File: config.mk
export PLATFORM = sky130hd
export DESIGN_NAME = npid_ctrl
export DESIGN_NICKNAME = d
export VERILOG_FILES = /design/src/rtl/npid_pkg.sv /design/src/rtl/npid_ctrl.sv
export SDC_FILE = /design/constraint.sdc
export NUM_CORES = 1
export LEC_CHECK = 0
export BUFFER_PORTS_ARGS = -buffer_cell sky130_fd_sc_hd__buf_2
export CAP_MARGIN = 10
export CORE_MARGIN = 2
export CORE_UTILIZATION = 62
export CTS_CLUSTER_DIAMETER = 150
export CTS_CLUSTER_SIZE = 24
export DETAILED_ROUTE_END_ITERATION = 7
export PLACE_DENSITY = 0.85
export SETUP_SLACK_MARGIN = 0.3
export SLEW_MARGIN = 20
export SYNTH_ARGS = -nofsm -noshare
export SYNTH_HDL_FRONTEND = slang
export SYNTH_SLANG_ARGS = --single-unit
File: constraint.sdc
create_clock -name clk -period 5 [get_ports clk]
set_clock_uncertainty 0.15 [all_clocks]
set_input_delay 0.5 -clock clk [delete_from_list [all_inputs] [get_ports clk]]
set_output_delay 0.5 -clock clk [all_outputs]
set_load 0.005 [all_outputs]
File: src/rtl/npid_pkg.sv
`timescale 1ns / 1ps
`default_nettype none
// ----------------------------------------------------------------------------
// npid_pkg
// Shared types, constants and datapath operation codes of the PID regulator.
// ----------------------------------------------------------------------------
package npid_pkg;

  localparam int DIV_W  = 48;   // dividend and quotient width of the serial divider
  localparam int DEN_W  = 9;    // divisor width (up to 256)
  localparam int CNT_W  = 6;    // divider step counter, holds DIV_W
  localparam int TOT_W  = 48;   // running total width

  localparam int DRIVE_LIMIT = 50;
  localparam int P_DIVISOR   = 100;
  localparam int WORD_MAX    = 32767;

  localparam logic [2:0] REG_P_GAIN = 3'd0;
  localparam logic [2:0] REG_I_GAIN = 3'd1;
  localparam logic [2:0] REG_D_GAIN = 3'd2;
  localparam logic [2:0] REG_SCALE  = 3'd3;
  localparam logic [2:0] REG_HYST   = 3'd4;
  localparam logic [2:0] REG_D_EN   = 3'd5;

  typedef struct packed {
    logic [7:0]  p_gain;
    logic [7:0]  i_gain;
    logic [7:0]  d_gain;
    logic [7:0]  scale;
    logic [15:0] hysteresis;
    logic        derivative_enable;
  } cfg_t;

  typedef enum logic [4:0] {
    OP_NOP,
    OP_LOAD,
    OP_INIT_PDIV,
    OP_INIT_PSET,
    OP_INIT_IDIV,
    OP_INIT_ISET,
    OP_THR_DIV,
    OP_SUM,
    OP_E2_DIV,
    OP_PMUL,
    OP_PADD,
    OP_DSQ,
    OP_D_DIV,
    OP_DMUL,
    OP_DADD,
    OP_OMUL,
    OP_HYST,
    OP_R_DIV,
    OP_RES
  } op_t;

  typedef struct packed {
    op_t op;
  } cmd_t;

  typedef struct packed {
    logic kind;
    logic i_zero;
    logic d_en;
    logic hold;
    logic div_busy;
  } stat_t;

endpackage
`default_nettype wire

File: src/rtl/npid_ctrl.sv
`timescale 1ns / 1ps
`default_nettype none
// ----------------------------------------------------------------------------
// npid_ctrl
// Sequencer: steps the datapath through init or control, owns the handshakes.
// ----------------------------------------------------------------------------
module npid_ctrl (
  input  wire              clk,
  input  wire              rst,
  input  wire              in_valid,
  output logic             in_ready,
  output logic             out_valid,
  input  wire              out_ready,
  input  npid_pkg::stat_t  stat,
  output npid_pkg::cmd_t   cmd
);
  import npid_pkg::*;

  typedef enum logic [24:0] {
    S_IDLE   = 25'd1 << 0,
    S_DISP   = 25'd1 << 1,
    S_IPDIV  = 25'd1 << 2,
    S_IPWAIT = 25'd1 << 3,
    S_IPSET  = 25'd1 << 4,
    S_IIDIV  = 25'd1 << 5,
    S_IIWAIT = 25'd1 << 6,
    S_IISET  = 25'd1 << 7,
    S_THR    = 25'd1 << 8,
    S_THRW   = 25'd1 << 9,
    S_SUM    = 25'd1 << 10,
    S_E2     = 25'd1 << 11,
    S_E2W    = 25'd1 << 12,
    S_PMUL   = 25'd1 << 13,
    S_PADD   = 25'd1 << 14,
    S_DSQ    = 25'd1 << 15,
    S_DDIV   = 25'd1 << 16,
    S_DDIVW  = 25'd1 << 17,
    S_DMUL   = 25'd1 << 18,
    S_DADD   = 25'd1 << 19,
    S_OMUL   = 25'd1 << 20,
    S_HYST   = 25'd1 << 21,
    S_RDIV   = 25'd1 << 22,
    S_RDIVW  = 25'd1 << 23,
    S_RES    = 25'd1 << 24
  } state_t;

  state_t state, state_next;
  logic   slot_free;

  assign slot_free = !out_valid || out_ready;
  assign in_ready  = (state == S_IDLE);

  always_comb begin
    state_next = state;
    cmd.op     = OP_NOP;
    case (state)
      S_IDLE: begin
        if (in_valid) begin
          cmd.op     = OP_LOAD;
          state_next = S_DISP;
        end
      end
      S_DISP:   state_next = stat.kind ? S_IPDIV : S_THR;
      S_IPDIV: begin
        cmd.op     = OP_INIT_PDIV;
        state_next = S_IPWAIT;
      end
      S_IPWAIT: if (!stat.div_busy) state_next = S_IPSET;
      S_IPSET: begin
        cmd.op     = OP_INIT_PSET;
        state_next = stat.i_zero ? S_IISET : S_IIDIV;
      end
      S_IIDIV: begin
        cmd.op     = OP_INIT_IDIV;
        state_next = S_IIWAIT;
      end
      S_IIWAIT: if (!stat.div_busy) state_next = S_IISET;
      S_IISET: begin
        cmd.op     = OP_INIT_ISET;
        state_next = S_IDLE;
      end
      S_THR: begin
        cmd.op     = OP_THR_DIV;
        state_next = S_THRW;
      end
      S_THRW:   if (!stat.div_busy) state_next = S_SUM;
      S_SUM: begin
        cmd.op     = OP_SUM;
        state_next = S_E2;
      end
      S_E2: begin
        cmd.op     = OP_E2_DIV;
        state_next = S_E2W;
      end
      S_E2W:    if (!stat.div_busy) state_next = S_PMUL;
      S_PMUL: begin
        cmd.op     = OP_PMUL;
        state_next = S_PADD;
      end
      S_PADD: begin
        cmd.op     = OP_PADD;
        state_next = stat.d_en ? S_DSQ : S_OMUL;
      end
      S_DSQ: begin
        cmd.op     = OP_DSQ;
        state_next = S_DDIV;
      end
      S_DDIV: begin
        cmd.op     = OP_D_DIV;
        state_next = S_DDIVW;
      end
      S_DDIVW:  if (!stat.div_busy) state_next = S_DMUL;
      S_DMUL: begin
        cmd.op     = OP_DMUL;
        state_next = S_DADD;
      end
      S_DADD: begin
        cmd.op     = OP_DADD;
        state_next = S_OMUL;
      end
      S_OMUL: begin
        cmd.op     = OP_OMUL;
        state_next = S_HYST;
      end
      S_HYST: begin
        cmd.op     = OP_HYST;
        state_next = stat.hold ? S_RES : S_RDIV;
      end
      S_RDIV: begin
        cmd.op     = OP_R_DIV;
        state_next = S_RDIVW;
      end
      S_RDIVW:  if (!stat.div_busy) state_next = S_RES;
      S_RES: begin
        if (slot_free) begin
          cmd.op     = OP_RES;
          state_next = S_IDLE;
        end
      end
      default:  state_next = S_IDLE;
    endcase
  end

  always_ff @(posedge clk) begin
    if (rst) begin
      state     <= S_IDLE;
      out_valid <= 1'b0;
    end else begin
      state <= state_next;
      if (state == S_RES && slot_free) begin
        out_valid <= 1'b1;
      end else if (out_ready) begin
        out_valid <= 1'b0;
      end
    end
  end

endmodule
`default_nettype wire

Word level (Yosys, flattened, before mapping):

Index checks and enable logic that the tools add are counted.

* mux-type cells: 18
* equality and inequality tests: 33
* reduce and logical (&&, ||, !) cells: 5

Operator list (count)
* $pmux 25 s24: 1
* $mux 25: 9
* $pmux 5 s18: 1
* $eq 25x1->1 const B: 1
* $eq 25x10->1 const B: 1
* $eq 25x11->1 const B: 1
* $eq 25x12->1 const B: 1
* $eq 25x13->1 const B: 1
* $eq 25x14->1 const B: 1
* $eq 25x15->1 const B: 1
* $eq 25x16->1 const B: 1
* $eq 25x17->1 const B: 1
* $eq 25x18->1 const B: 1
* $eq 25x19->1 const B: 1
* $eq 25x2->1 const B: 1
* $eq 25x20->1 const B: 1
* $eq 25x21->1 const B: 1
* $eq 25x22->1 const B: 1
* $eq 25x23->1 const B: 1
* $eq 25x24->1 const B: 1
* $eq 25x25->1 const B: 1
* $eq 25x3->1 const B: 1
* $eq 25x4->1 const B: 1
* $eq 25x5->1 const B: 1
* other kinds (15): 24

* input port bits: 9
* register bits: 26
* logic and storage cells: 58
* output and inout port bits: 7

Depth between registers and ports, before layout:

* depth in word-level cells: 4
* depth in mapped cells: 7
* mapped depth without buffers: 6

Least setup slack after synthesis:

Ideal clock, no wire load.

* path type: reg2out
* start: register state[1]
* end: output port cmd[1] (netlist bit)
* data arrival time: 2.304 ns
* setup slack: 2.046 ns
* cell stages (with the launch flop): 8
* path through: dfxtp_1 -> buf_6 -> or3_4 -> or2_1 -> or4_4 -> or4b_4 -> and2_1 -> o2111ai_1

RTL lines
* start, declared: RTL line npid_ctrl.sv:47 `state_t state, state_next;`
* start signal, assigned: RTL line npid_ctrl.sv:149 `state <= state_next;`
* end, declared: RTL line npid_ctrl.sv:15 `output npid_pkg::cmd_t cmd`

==> results.md <==
* Min-delay worst type: primary input to flop
* Final worst-path cycle share at 0.797
* Boundary pin count at 16
* Crit start category: flop
* Fillers at 208
* Sequential fraction of the synthesis area at 0.333
* Pins Over Slew Limit at 0
* Core Region at 0.00243 mm^2
* Initial antenna violation count at 0
* Synthesized flop and latch total at 26
* H-tree depth at 1
* DRT iter0 DRCs at 103
* Cell variety after synth at 48
* Vias in the first global route at 1,441
* Clock latency on the worst-skew pair at 0.33 ns
* Syn avg cell area at 8.42 um^2
* Worst hold start: stat[3]
* Setup violations, final at 0
* Critical path class: flop to output pin
* Layout cells sized above 1 at 0.165
* Max cap viols at 0
* Hold depth at 2
* Setup total negative slack at 0 ns
* Total GRT Usage at 0.324
* CTS Hold Bufs at 0
* Drt via density at 7.02
* Count of cells resized by post-cts repair at 0
* Sink Count at 26
* Fin util at 0.691
* Setup WS post-layout at 1.02 ns
* Status: complete, no violations
* RSZ-0062 raised after global routing: false
* Post-synth EDFFs at 0
* CTS buffer count at 3
* CP arrival at 3.33 ns
* ANT cells at 0
* Wirelength, routed at 4360 um
* Die height at 54.2 um
* Die Area at 0.00294 mm^2
* Die width at 54.2 um
* First-pass GRT wire length at 6840 um
* VDD IR max at 0.205 mV
* # port buffers at 15
* Share of flip-flops with an asynchronous set or reset at 0
* Mapped Area at 0.00157 mm^2
* Pre-CTS WS at 1.43 ns
* Share of the synthesized area in the top cell type at 0.333
* CTS tree: built
* Vias at 1,614
* Post-CTS setup buffers at 0
* HPWL after DPL at 3300 um
* Critical Path End Type: output pin
* Syn Nets at 195
* Drt first pass iters at 5
* Average wire per standard cell at 18.9 um
* Core Rows at 18
* Largest net degree at the start of global routing at 15
* Cells after Synth at 186
* Post-route antenna net violation count at 0
* R2r worst-path depth at 6
* Aggregate global routing overflow at 0
* Initial core utilization at 0.644
* Root buffer cell: clkbuf_4
* Final hold vios at 0
* Pwr/cell area at 268 mW/mm^2
* RePlAce Congestion at 0.956
* Lkg Pwr at 0.633 nW
* Worst-path clk slew at 0.15 ns
* Crit-path max FO at 11
* Rel. slew slack at 0.339
* Required @ worst endpoint at 4.35 ns
* Final min period at 3.98 ns
* CTS max path bufs at 2
* Synthesis Warnings at 0
* Worst Setup SP: state[7]
* Worst R2R Start: state[7]
* Detailed-route DRC error count at 0
* Final nets at 210
* Slew @ Worst Pin at 0.989 ns
* Fmax at 251 MHz
* Prevailing post-synth register cell: dfxtp_1
* Largest cells by area after synthesis: dfxtp_1, nor2_1, nor4b_1
* Synth area leader: dfxtp_1
* Layout Area Growth over Synthesis at 7.43%
power breakdown:
group	internal [W]	switching [W]
logic	0.0000448	0.0000728
clock network	0.0000446	0.0000666
registers	0.000212	0.0000102
metrics by stage:
step | hold slack (ns) | area (um^2) | total power (W) | cells
2_1_floorplan | 0.328 | 1570 | 0.000311 | 186
3_3_place_gp | 0.333 | 1650 | 0.000340 | 226
3_5_place_dp | 0.370 | 1650 | 0.000342 | 226
4_1_cts | 0.185 | 1680 | 0.000447 | 230
5_1_grt | 0.193 | 1680 | 0.000466 | 230
6_report | 0.177 | 1680 | 0.000451 | 230
final timing paths:
kind                             endpoint  slack [ns]
worst max-delay path               cmd[1]        1.02
worst min-delay path             state[5]        0.18
worst max register to register  state[20]        1.87
worst min register to register  out_valid        0.38
kinds of logic (layout without fill, tap and decap cells):
kind of cell           count (synthesis)  in the layout  share of synthesized area
flip-flops                            26             26                      0.333
buffers and inverters                  9             23                     0.0304
AND/OR/NAND/NOR                      117            117                      0.475
XOR/XNOR                               5              5                     0.0280
AO/OA/AOI/OAI                         29             29                      0.134
critical path, cell delays in order (launching register included):
cell and delay (ns):
dfxtp_1 0.36, nor3_1 0.50, nand4_1 0.51, or4_4 0.66, or4b_4 0.55, and2_1 0.18, o2111ai_1 0.10, buf_2 0.15
registers in the layout (all words and copies together) (netlist names):
register / flops
out_valid: 1
state: 25
area by class of cell:
cell class / count / area (um^2) / share of cell area
Multi-Input combinational cell: 151 / 997 / 0.593
Sequential cell: 26 / 520 / 0.310
Inverter: 4 / 15.0 / 0.00893
Tap cell: 30 / 37.5 / 0.0223
Timing Repair Buffer: 15 / 75.1 / 0.0446
Clock buffer: 4 / 36.3 / 0.0216
per-layer routing:
metal / routed length (um) / share of wire / global-route usage / up-vias
met5: 0 / 0 / 0 / -
met4: 63 / 0.014 / 0.129 / 0
met3: 473 / 0.11 / 0.0410 / 12
met2: 1990 / 0.46 / 0.492 / 85
met1: 1830 / 0.42 / 0.464 / 758
li1: - / - / - / 759
Yosys cell counts, types with 2 or more instances:
cell,n
nand2_1,11
a21oi_1,4
dfxtp_1,26
o2111ai_1,2
nand2b_1,2
nor3b_1,7
o22ai_1,3
nand4_1,12
nor4b_1,9
a31oi_1,2
o31ai_1,2
nor4_1,6
a31o_2,2
or3_1,3
or4b_1,2
nor4_2,3
nor3_1,10
nand4b_1,4
nand3_1,4
nor2_1,23
o21ai_0,4
nor2b_1,5
inv_1,3
o211ai_1,2
buf_2,2
or3b_1,2
nand3b_1,2
xnor2_1,4
and3_1,4
o21a_1,3
cells in the final DEF (no fill, tap or decap), drive strengths merged:
cell type	instances
nand4b	4
nand4	12
buf	15
o21ba	1
nor2	23
o2111ai	2
a31o	2
a31oi	2
nor3	10
or4b	4
nor2b	5
and2	1
nor4	10
or2	1
o221ai	1
nand2	11
o31ai	2
a2111oi	2
or4	1
or3b	3
xnor2	4
clkbuf	4
nand3b	2
nand3	4
clkinv	1
inv	3
nand2b	2
or3	4
nor4b	9
xor2	1
a21oi	4
o22ai	3
o21ai	5
nor3b	7
o21a	3
and3	4
dfxtp	26
o211ai	2
No activity file was read; power rests on OpenSTA's default activity.
